===== src/rtl/i2cmbe_pkg.sv =====
`timescale 1ns / 1ps

package i2cmbe_pkg;

  // Sequencer states, one per line phase
  typedef enum logic [3:0] {
    ST_IDLE = 4'd0,
    ST_SA1  = 4'd1,
    ST_SA2  = 4'd2,
    ST_SP1  = 4'd3,
    ST_SP2  = 4'd4,
    ST_SP3  = 4'd5,
    ST_WL   = 4'd6,
    ST_WH   = 4'd7,
    ST_RL   = 4'd8,
    ST_RH   = 4'd9,
    ST_KL   = 4'd10,
    ST_KH   = 4'd11,
    ST_AR   = 4'd12,
    ST_AH   = 4'd13,
    ST_AP   = 4'd14
  } state_e;

  // Command codes
  localparam logic [2:0] REQ_START = 3'd0;
  localparam logic [2:0] REQ_STOP  = 3'd1;
  localparam logic [2:0] REQ_WRITE = 3'd2;
  localparam logic [2:0] REQ_READ  = 3'd3;
  localparam logic [2:0] REQ_WAIT  = 3'd4;

  // Configuration register indexes
  localparam int unsigned CFG_IDX_W = 2;
  localparam logic [CFG_IDX_W-1:0] CFG_PHASE_TICKS = 2'd0;
  localparam logic [CFG_IDX_W-1:0] CFG_ACK_TIMEOUT = 2'd1;

  localparam logic [7:0] PHASE_TICKS_RST = 8'd2;
  localparam logic [7:0] ACK_TIMEOUT_RST = 8'd250;

  typedef struct packed {
    logic       cmd_valid;
    logic [2:0] req_type;
    logic [7:0] tx_byte;
    logic       send_ack;
    logic       sda_in;
  } item_t;

  typedef struct packed {
    logic       scl_out;
    logic       sda_out;
    logic       sda_drive;
    logic       busy_res;
    logic       done_res;
    logic [7:0] rx_byte;
    logic       ack_fail;
  } result_t;

endpackage


===== src/rtl/i2c_master_byte_engine.sv =====
`timescale 1ns / 1ps
// The result of an item is in the output register the cycle after it is taken.
// One item per cycle while s_axis_tready is high; sequencer and line levels step once per taken item.
// s_axis_tready stays high while the output register is empty or being drained.
// Reset (asynchronous, active low): sequencer idle, SCL and SDA high and driven, counters and
// received byte zero, phase_ticks 2, ack_timeout 250, no result pending.
module i2c_master_byte_engine (
  input  logic                                clk_i,
  input  logic                                rst_ni,
  input  logic                                s_axis_tvalid,
  output logic                                s_axis_tready,
  input  logic [15:0]                         s_axis_tdata,  // tx_byte, send_ack, sda_in
  input  logic [3:0]                          s_axis_tuser,  // cmd_valid, req_type
  output logic                                m_axis_tvalid,
  input  logic                                m_axis_tready,
  // scl_out, sda_out, sda_drive, busy_res, done_res, rx_byte, ack_fail
  output logic [15:0]                         m_axis_tdata,
  input  logic                                cfg_we_i,
  input  logic [i2cmbe_pkg::CFG_IDX_W-1:0]    cfg_idx_i,
  input  logic [7:0]                          cfg_wdata_i
);
  import i2cmbe_pkg::*;

  logic       accept;
  item_t      item;
  result_t    res;
  logic       m_valid_q;
  logic [15:0] m_data_q;
  logic [7:0] phase_ticks_q;
  logic [7:0] ack_timeout_q;

  assign s_axis_tready = !m_valid_q || m_axis_tready;
  assign accept        = s_axis_tvalid && s_axis_tready;

  assign item.cmd_valid = s_axis_tuser[0];
  assign item.req_type  = s_axis_tuser[3:1];
  assign item.tx_byte   = s_axis_tdata[7:0];
  assign item.send_ack  = s_axis_tdata[8];
  assign item.sda_in    = s_axis_tdata[9];

  i2cmbe_seq u_seq (
    .clk_i         (clk_i),
    .rst_ni        (rst_ni),
    .en_i          (accept),
    .item_i        (item),
    .phase_ticks_i (phase_ticks_q),
    .ack_timeout_i (ack_timeout_q),
    .res_o         (res)
  );

  always_ff @(posedge clk_i or negedge rst_ni) begin
    if (!rst_ni) begin
      phase_ticks_q <= PHASE_TICKS_RST;
      ack_timeout_q <= ACK_TIMEOUT_RST;
    end else if (cfg_we_i) begin
      case (cfg_idx_i)
        CFG_PHASE_TICKS: phase_ticks_q <= cfg_wdata_i;
        CFG_ACK_TIMEOUT: ack_timeout_q <= cfg_wdata_i;
        default: begin
        end
      endcase
    end
  end

  always_ff @(posedge clk_i or negedge rst_ni) begin
    if (!rst_ni) begin
      m_valid_q <= 1'b0;
    end else if (accept) begin
      m_valid_q <= 1'b1;
    end else if (m_axis_tready) begin
      m_valid_q <= 1'b0;
    end
  end

  always_ff @(posedge clk_i) begin
    if (accept) begin
      m_data_q <= {2'b00, res.ack_fail, res.rx_byte, res.done_res, res.busy_res,
                   res.sda_drive, res.sda_out, res.scl_out};
    end
  end

  assign m_axis_tvalid = m_valid_q;
  assign m_axis_tdata  = m_data_q;

endmodule


===== src/rtl/i2cmbe_seq.sv =====
`timescale 1ns / 1ps

module i2cmbe_seq (
  input  logic               clk_i,
  input  logic               rst_ni,
  input  logic               en_i,
  input  i2cmbe_pkg::item_t  item_i,
  input  logic [7:0]         phase_ticks_i,
  input  logic [7:0]         ack_timeout_i,
  output i2cmbe_pkg::result_t res_o
);
  import i2cmbe_pkg::*;

  state_e     state_q, state_d;
  logic [7:0] shift_q, shift_d;
  logic [3:0] bit_cnt_q, bit_cnt_d;
  logic [7:0] phase_q, phase_d;
  logic [7:0] poll_q, poll_d;
  logic [7:0] rx_q, rx_d;
  logic       scl_q, scl_d;
  logic       sda_q, sda_d;
  logic       drv_q, drv_d;
  logic       ack_latch_q, ack_latch_d;
  logic       fail_mark_q, fail_mark_d;

  logic       expired;
  logic [3:0] bit_cnt_nx;
  logic       last_bit;
  logic [7:0] phase_ld;
  logic       phase_load;
  logic       done;
  logic       fail;
  logic       poll_hit;

  assign expired    = (phase_q == 8'd0);
  assign bit_cnt_nx = bit_cnt_q + 4'd1;
  assign last_bit   = bit_cnt_nx[3];
  assign phase_ld   = (phase_ticks_i == 8'd0) ? 8'd0 : phase_ticks_i - 8'd1;
  assign poll_hit   = (poll_q == ack_timeout_i);

  // Next state
  always_comb begin
    state_d = state_q;
    if (en_i) begin
      case (state_q)
        ST_IDLE: begin
          if (item_i.cmd_valid) begin
            case (item_i.req_type)
              REQ_START: state_d = ST_SA1;
              REQ_STOP:  state_d = ST_SP1;
              REQ_WRITE: state_d = ST_WL;
              REQ_READ:  state_d = ST_RL;
              REQ_WAIT:  state_d = ST_AR;
              default:   state_d = ST_IDLE;
            endcase
          end
        end
        ST_AP: begin
          if (!item_i.sda_in) begin
            state_d = ST_IDLE;
          end else if (poll_hit) begin
            state_d = ST_SP1;
          end
        end
        default: begin
          if (expired) begin
            case (state_q)
              ST_SA1:  state_d = ST_SA2;
              ST_SA2:  state_d = ST_IDLE;
              ST_SP1:  state_d = ST_SP2;
              ST_SP2:  state_d = ST_SP3;
              ST_SP3:  state_d = ST_IDLE;
              ST_WL:   state_d = ST_WH;
              ST_WH:   state_d = last_bit ? ST_IDLE : ST_WL;
              ST_RL:   state_d = ST_RH;
              ST_RH:   state_d = last_bit ? ST_KL : ST_RL;
              ST_KL:   state_d = ST_KH;
              ST_KH:   state_d = ST_IDLE;
              ST_AR:   state_d = ST_AH;
              ST_AH:   state_d = ST_AP;
              default: state_d = ST_IDLE;
            endcase
          end
        end
      endcase
    end
  end

  // Datapath and line levels
  always_comb begin
    shift_d     = shift_q;
    bit_cnt_d   = bit_cnt_q;
    poll_d      = poll_q;
    rx_d        = rx_q;
    scl_d       = scl_q;
    sda_d       = sda_q;
    drv_d       = drv_q;
    ack_latch_d = ack_latch_q;
    fail_mark_d = fail_mark_q;
    if (en_i) begin
      case (state_q)
        ST_IDLE: begin
          if (item_i.cmd_valid) begin
            case (item_i.req_type)
              REQ_START: begin
                scl_d = 1'b1;
                sda_d = 1'b1;
                drv_d = 1'b1;
              end
              REQ_STOP: begin
                fail_mark_d = 1'b0;
                scl_d       = 1'b0;
                sda_d       = 1'b0;
                drv_d       = 1'b1;
              end
              REQ_WRITE: begin
                shift_d   = item_i.tx_byte;
                bit_cnt_d = 4'd0;
                scl_d     = 1'b0;
                sda_d     = item_i.tx_byte[7];
                drv_d     = 1'b1;
              end
              REQ_READ: begin
                shift_d     = 8'd0;
                bit_cnt_d   = 4'd0;
                ack_latch_d = item_i.send_ack;
                scl_d       = 1'b0;
                sda_d       = 1'b1;
                drv_d       = 1'b0;
              end
              REQ_WAIT: begin
                sda_d = 1'b1;
                drv_d = 1'b0;
              end
              default: begin
              end
            endcase
          end
        end
        ST_AP: begin
          if (!item_i.sda_in) begin
            scl_d = 1'b0;
          end else if (poll_hit) begin
            // timed out: run a stop and flag it at the end
            fail_mark_d = 1'b1;
            scl_d       = 1'b0;
            sda_d       = 1'b0;
            drv_d       = 1'b1;
          end else begin
            poll_d = poll_q + 8'd1;
          end
        end
        default: begin
          if (expired) begin
            case (state_q)
              ST_SA1: sda_d = 1'b0;
              ST_SA2: scl_d = 1'b0;
              ST_SP1: scl_d = 1'b1;
              ST_SP2: sda_d = 1'b1;
              ST_SP3: fail_mark_d = 1'b0;
              ST_WL:  scl_d = 1'b1;
              ST_WH: begin
                shift_d   = {shift_q[6:0], 1'b0};
                bit_cnt_d = bit_cnt_nx;
                scl_d     = 1'b0;
                if (!last_bit) begin
                  sda_d = shift_q[6];
                end
              end
              ST_RL:  scl_d = 1'b1;
              ST_RH: begin
                shift_d   = {shift_q[6:0], item_i.sda_in};
                bit_cnt_d = bit_cnt_nx;
                scl_d     = 1'b0;
                if (last_bit) begin
                  rx_d  = {shift_q[6:0], item_i.sda_in};
                  sda_d = !ack_latch_q;
                  drv_d = 1'b1;
                end
              end
              ST_KL:  scl_d = 1'b1;
              ST_KH:  scl_d = 1'b0;
              ST_AR:  scl_d = 1'b1;
              ST_AH:  poll_d = 8'd0;
              default: begin
              end
            endcase
          end
        end
      endcase
    end
  end

  // Reload the phase counter on every entry to a timed phase
  assign phase_load = en_i && (state_d != state_q) && (state_d != ST_IDLE)
                      && (state_d != ST_AP);

  always_comb begin
    phase_d = phase_q;
    if (phase_load) begin
      phase_d = phase_ld;
    end else if (en_i && (state_q != ST_IDLE) && (state_q != ST_AP) && !expired) begin
      phase_d = phase_q - 8'd1;
    end
  end

  assign done = en_i && (state_q != ST_IDLE) && (state_d == ST_IDLE);
  assign fail = done && (state_q == ST_SP3) && fail_mark_q;

  assign res_o.scl_out   = scl_d;
  assign res_o.sda_out   = drv_d ? sda_d : 1'b1;
  assign res_o.sda_drive = drv_d;
  assign res_o.busy_res  = (state_d != ST_IDLE);
  assign res_o.done_res  = done;
  assign res_o.rx_byte   = rx_d;
  assign res_o.ack_fail  = fail;

  always_ff @(posedge clk_i or negedge rst_ni) begin
    if (!rst_ni) begin
      state_q     <= ST_IDLE;
      shift_q     <= 8'd0;
      bit_cnt_q   <= 4'd0;
      phase_q     <= 8'd0;
      poll_q      <= 8'd0;
      rx_q        <= 8'd0;
      scl_q       <= 1'b1;
      sda_q       <= 1'b1;
      drv_q       <= 1'b1;
      ack_latch_q <= 1'b0;
      fail_mark_q <= 1'b0;
    end else begin
      state_q     <= state_d;
      shift_q     <= shift_d;
      bit_cnt_q   <= bit_cnt_d;
      phase_q     <= phase_d;
      poll_q      <= poll_d;
      rx_q        <= rx_d;
      scl_q       <= scl_d;
      sda_q       <= sda_d;
      drv_q       <= drv_d;
      ack_latch_q <= ack_latch_d;
      fail_mark_q <= fail_mark_d;
    end
  end

  a_fail_from_stop: assert property (@(posedge clk_i) disable iff (!rst_ni)
    fail |-> (state_q == ST_SP3) && fail_mark_q)
    else $error("ack failure flagged outside a failing stop");

  a_low_poll_ends: assert property (@(posedge clk_i) disable iff (!rst_ni)
    en_i && (state_q == ST_AP) && !item_i.sda_in |=> state_q == ST_IDLE)
    else $error("low acknowledge poll did not end the wait");

  a_bit_cnt_range: assert property (@(posedge clk_i) disable iff (!rst_ni)
    bit_cnt_q <= 4'd8)
    else $error("bit counter past eight");

  a_hold_when_stalled: assert property (@(posedge clk_i) disable iff (!rst_ni)
    !en_i |=> $stable(state_q) && $stable(phase_q) && $stable(scl_q))
    else $error("sequencer moved without an item");

endmodule

===== config.mk =====
export PLATFORM = sky130hd
export DESIGN_NAME = i2c_master_byte_engine
export DESIGN_NICKNAME = d
export VERILOG_FILES = /design/src/rtl/i2cmbe_pkg.sv /design/src/rtl/i2c_master_byte_engine.sv /design/src/rtl/i2cmbe_seq.sv
export SDC_FILE = /design/constraint.sdc
export NUM_CORES = 1
export LEC_CHECK = 0
export ABC_AREA = 1
export BUFFER_PORTS_ARGS = -buffer_cell sky130_fd_sc_hd__buf_2
export CORE_ASPECT_RATIO = 1.1
export CORE_MARGIN = 2
export CORE_UTILIZATION = 59
export CTS_CLUSTER_DIAMETER = 40
export DETAILED_ROUTE_END_ITERATION = 7
export HOLD_SLACK_MARGIN = 0.12
export PLACE_DENSITY = 0.81
export SLEW_MARGIN = 30
export SYNTH_ARGS = -nofsm -noshare
export SYNTH_HDL_FRONTEND = slang
export SYNTH_SLANG_ARGS = --single-unit

===== constraint.sdc =====
create_clock -name clk_i -period 2.5 [get_ports clk_i]
set_clock_uncertainty 0.2 [all_clocks]
set_input_delay 0.5 -clock clk_i [delete_from_list [all_inputs] [get_ports clk_i]]
set_output_delay 0.5 -clock clk_i [all_outputs]
set_load 0.005 [all_outputs]

==> impl_metrics.tcl <==
set metrics [dict create \
    syn_inst 541 \
    max-slew-margin-rel_pct 65.3 \
    fp.dieArea_mm2 0.00819 \
    crit_start "u_seq.state_q[1]" \
    ys_seq_elements 75 \
    clk_pin_slew_ns 0.08 \
    maxCapViolCount 0 \
    synthFlopType "dfrtp_1" \
    cts_tree "yes" \
    fin_crit_ns 2.44 \
    port_buffers 44 \
    avgSynthCellArea_um2 8.16 \
    vdd_ir_drop_max_uv 580 \
    layout.nets 691 \
    finalNonFillerCells 744 \
    crit_path_end_kind "flop" \
    post-route-period-util_pct 97.6 \
    routed_wl_mm 11.6 \
    crit_fanout 8 \
    min-delay-start "s_axis_tdata[8]" \
    powerDensity_mw_per_mm2 1010 \
    synth.top_cell.area_share_pct 28.9 \
    dp_hpwl_mm 8.18 \
    final_max_slew_viol_count 0 \
    n_fill_cell 533 \
    core-area_mm2 0.00735 \
    place_inst 715 \
    grt_overflow 0 \
    ys_types 53 \
    die_w_um 86.5 \
    cts_buffer_depth 2 \
    startpoint_type "flop" \
    chipHeight_um 94.7 \
    cp.arrival_ns 2.49 \
    vias 4233 \
    first_iter_violations 367 \
    grt_max_degree 41 \
    wl_per_cell_um 15.5 \
    final_antenna_net_count 0 \
    crit_type "reg -> reg" \
    hp-class "in -> reg" \
    crit_required_ns 2.55 \
    layout_commonest_cell "nand2_1" \
    start_util_pct 60.1 \
    setup_viol 0 \
    yosysSeqAreaShare_pct 44.4 \
    area_delta_synth_final_pct 25.7 \
    h-tree-depth 3 \
    clk_root_buffer_cell "clkbuf_8" \
    netlist_top_cells_area "dfrtp_1 29%, nand2_1 11%, edfxtp_1 9.5%" \
    row_count 33 \
    clk_latency_ns 0.36 \
    finalHoldViolCount 0 \
    grt_pass1_wl_mm 18.2 \
    leakagePower_nw 2.71 \
    status "completed" \
    tightest_slew_ns 0.520 \
    viasPerCell 5.69 \
    synth-async-reset-ratio_pct 81.3 \
    io_pins 53 \
    numCtsBuffers 9 \
    diodes 0 \
    layout-drive-gt1-share_pct 33.6 \
    yosys.area.top_type "dfrtp_1" \
    drc 0 \
    cts_sinks 75 \
    syn_area_mm2 0.00441 \
    rsz0062_at_grt "true" \
    grt_pass1_vias 4143 \
    final_cell_mix "118 x nand2_1, 60 x buf_4, 49 x inv_1" \
    max_freq_mhz 410 \
    r2r_start "u_seq.state_q[1]" \
    fin_tns_setup_ns 0 \
    synth_edf_count 14 \
    antenna_found_initial 0 \
    first_pass_iters 5 \
    grt_use_total_pct 28.5 \
    gp_congestion 0.882 \
    synth_warnings 0 \
]
-- synth_stat cells (5+ instances only) --
master / instances
buf_4: 5
nand3_1: 33
edfxtp_1: 14
nor2_2: 7
dfstp_2: 10
nor3_1: 8
a21oi_1: 26
mux2_2: 8
xnor2_1: 11
o21ai_0: 36
nand4_1: 9
dfrtp_1: 51
nor2_1: 51
nand2_1: 135
nand2_4: 5
inv_2: 7
o211ai_1: 7
a22oi_1: 9
inv_1: 53
-- what timing repair did --
| action | 4_1_cts | 5_1_grt |
|---|---|---|
| pin swaps | 0 | 18 |
| gates resized for setup | 5 | 46 |
| cloned | 0 | 2 |
| buffers inserted | 0 | 11 |
| hold endpoints to repair | 18 | 0 |
| hold buffers | 1 | 0 |
| endpoints found under the setup margin | 8 | 21 |
-- flip-flops by register name, summed over array words and instances (netlist names), 4 cells and up --
name,cells
ack_timeout_q,8
m_axis_tdata,14
phase_ticks_q,8
u_seq.bit_cnt_q,4
u_seq.phase_q,8
u_seq.poll_q,8
u_seq.rx_q,8
u_seq.shift_q,7
u_seq.state_q,4
-- layer usage --
| metal | wire length, um | global-route usage, % | vias up |
|---|---|---|---|
| met1 | 4700 | 33.2 | 2008 |
| met4 | 462 | 16.4 | 0 |
| met5 | 0 | 0 | - |
| met2 | 5850 | 49.4 | 157 |
| li1 | - | - | 2021 |
| met3 | 541 | 4.63 | 47 |
-- area by class of cell --
class / instances / area [um2] / area share (%)
Clock inverter: 6 / 65.1 / 1.17
Inverter: 63 / 246 / 4.44
Multi-Input combinational cell: 395 / 2300 / 41.5
Clock buffer: 10 / 128 / 2.30
Tap cell: 87 / 109 / 1.96
Sequential cell: 75 / 1960 / 35.4
Timing Repair Buffer: 108 / 732 / 13.2
-- worst paths after layout --
check,end,slack (ns),cells past startpoint
setup / recovery,u_seq.phase_q[4],0.06,15
min in group asynchronous,u_seq.shift_q[1],0.44,2
hold / removal,u_seq.ack_latch_q,0.17,2
max in group asynchronous,phase_ticks_q[1],1.00,3
hold reg to reg,u_seq.rx_q[3],0.30,1
setup reg to reg,u_seq.phase_q[4],0.06,15
-- where the power goes --
part | internal [W] | switching, W
sequential | 0.00156 | 0.000305
combinational | 0.00117 | 0.00163
clock | 0.000464 | 0.000489
total | 0.00319 | 0.00242
-- worst max-delay path, stage by stage, from the launching register on --
cell,delay [ns]
dfrtp_2,0.53
nor2_4,0.18
nand2_4,0.09
inv_4,0.09
nand2_1,0.07
inv_2,0.08
a21oi_2,0.07
nand2_1,0.15
nand3_1,0.12
o21ai_2,0.12
nand2_2,0.11
nor2_4,0.22
nor2_4,0.08
o21a_1,0.11
nand2_1,0.06
nand2_1,0.05
-- cell families (layout without fill, tap and decap cells) --
logic type               after synthesis  in the layout  share of synthesized area, %
AND/OR/NAND/NOR                      272            274                          29.8
multiplexers                           8              8                          2.04
AO/OA/AOI/OAI                         94             94                          12.9
XOR/XNOR                              13             13                          2.58
buffers and inverters                 74            187                          7.06
adder cells (fa/ha/maj)                4              4                          1.13
flip-flops                            75             75                          44.4
other                                  1              2                        0.0850
-- stage by stage --
step	total power (W)	instance area, um2	hold slack, ns	util, %	setup WS (ns)
final	0.00561	5550	0.168	75.5	0.0596
after global routing	0.00596	5550	0.163	75.5	-0.0476
after CTS	0.00521	5310	0.167	72.3	0.00860
after detailed placement	0.00425	5100	0.280	69.4	-0.0673
after global placement	0.00416	5100	0.266	69.4	-0.0257
after floorplan	0.00342	4420	0.00441	-	0.103
No activity file was read; power rests on OpenSTA's default activity.
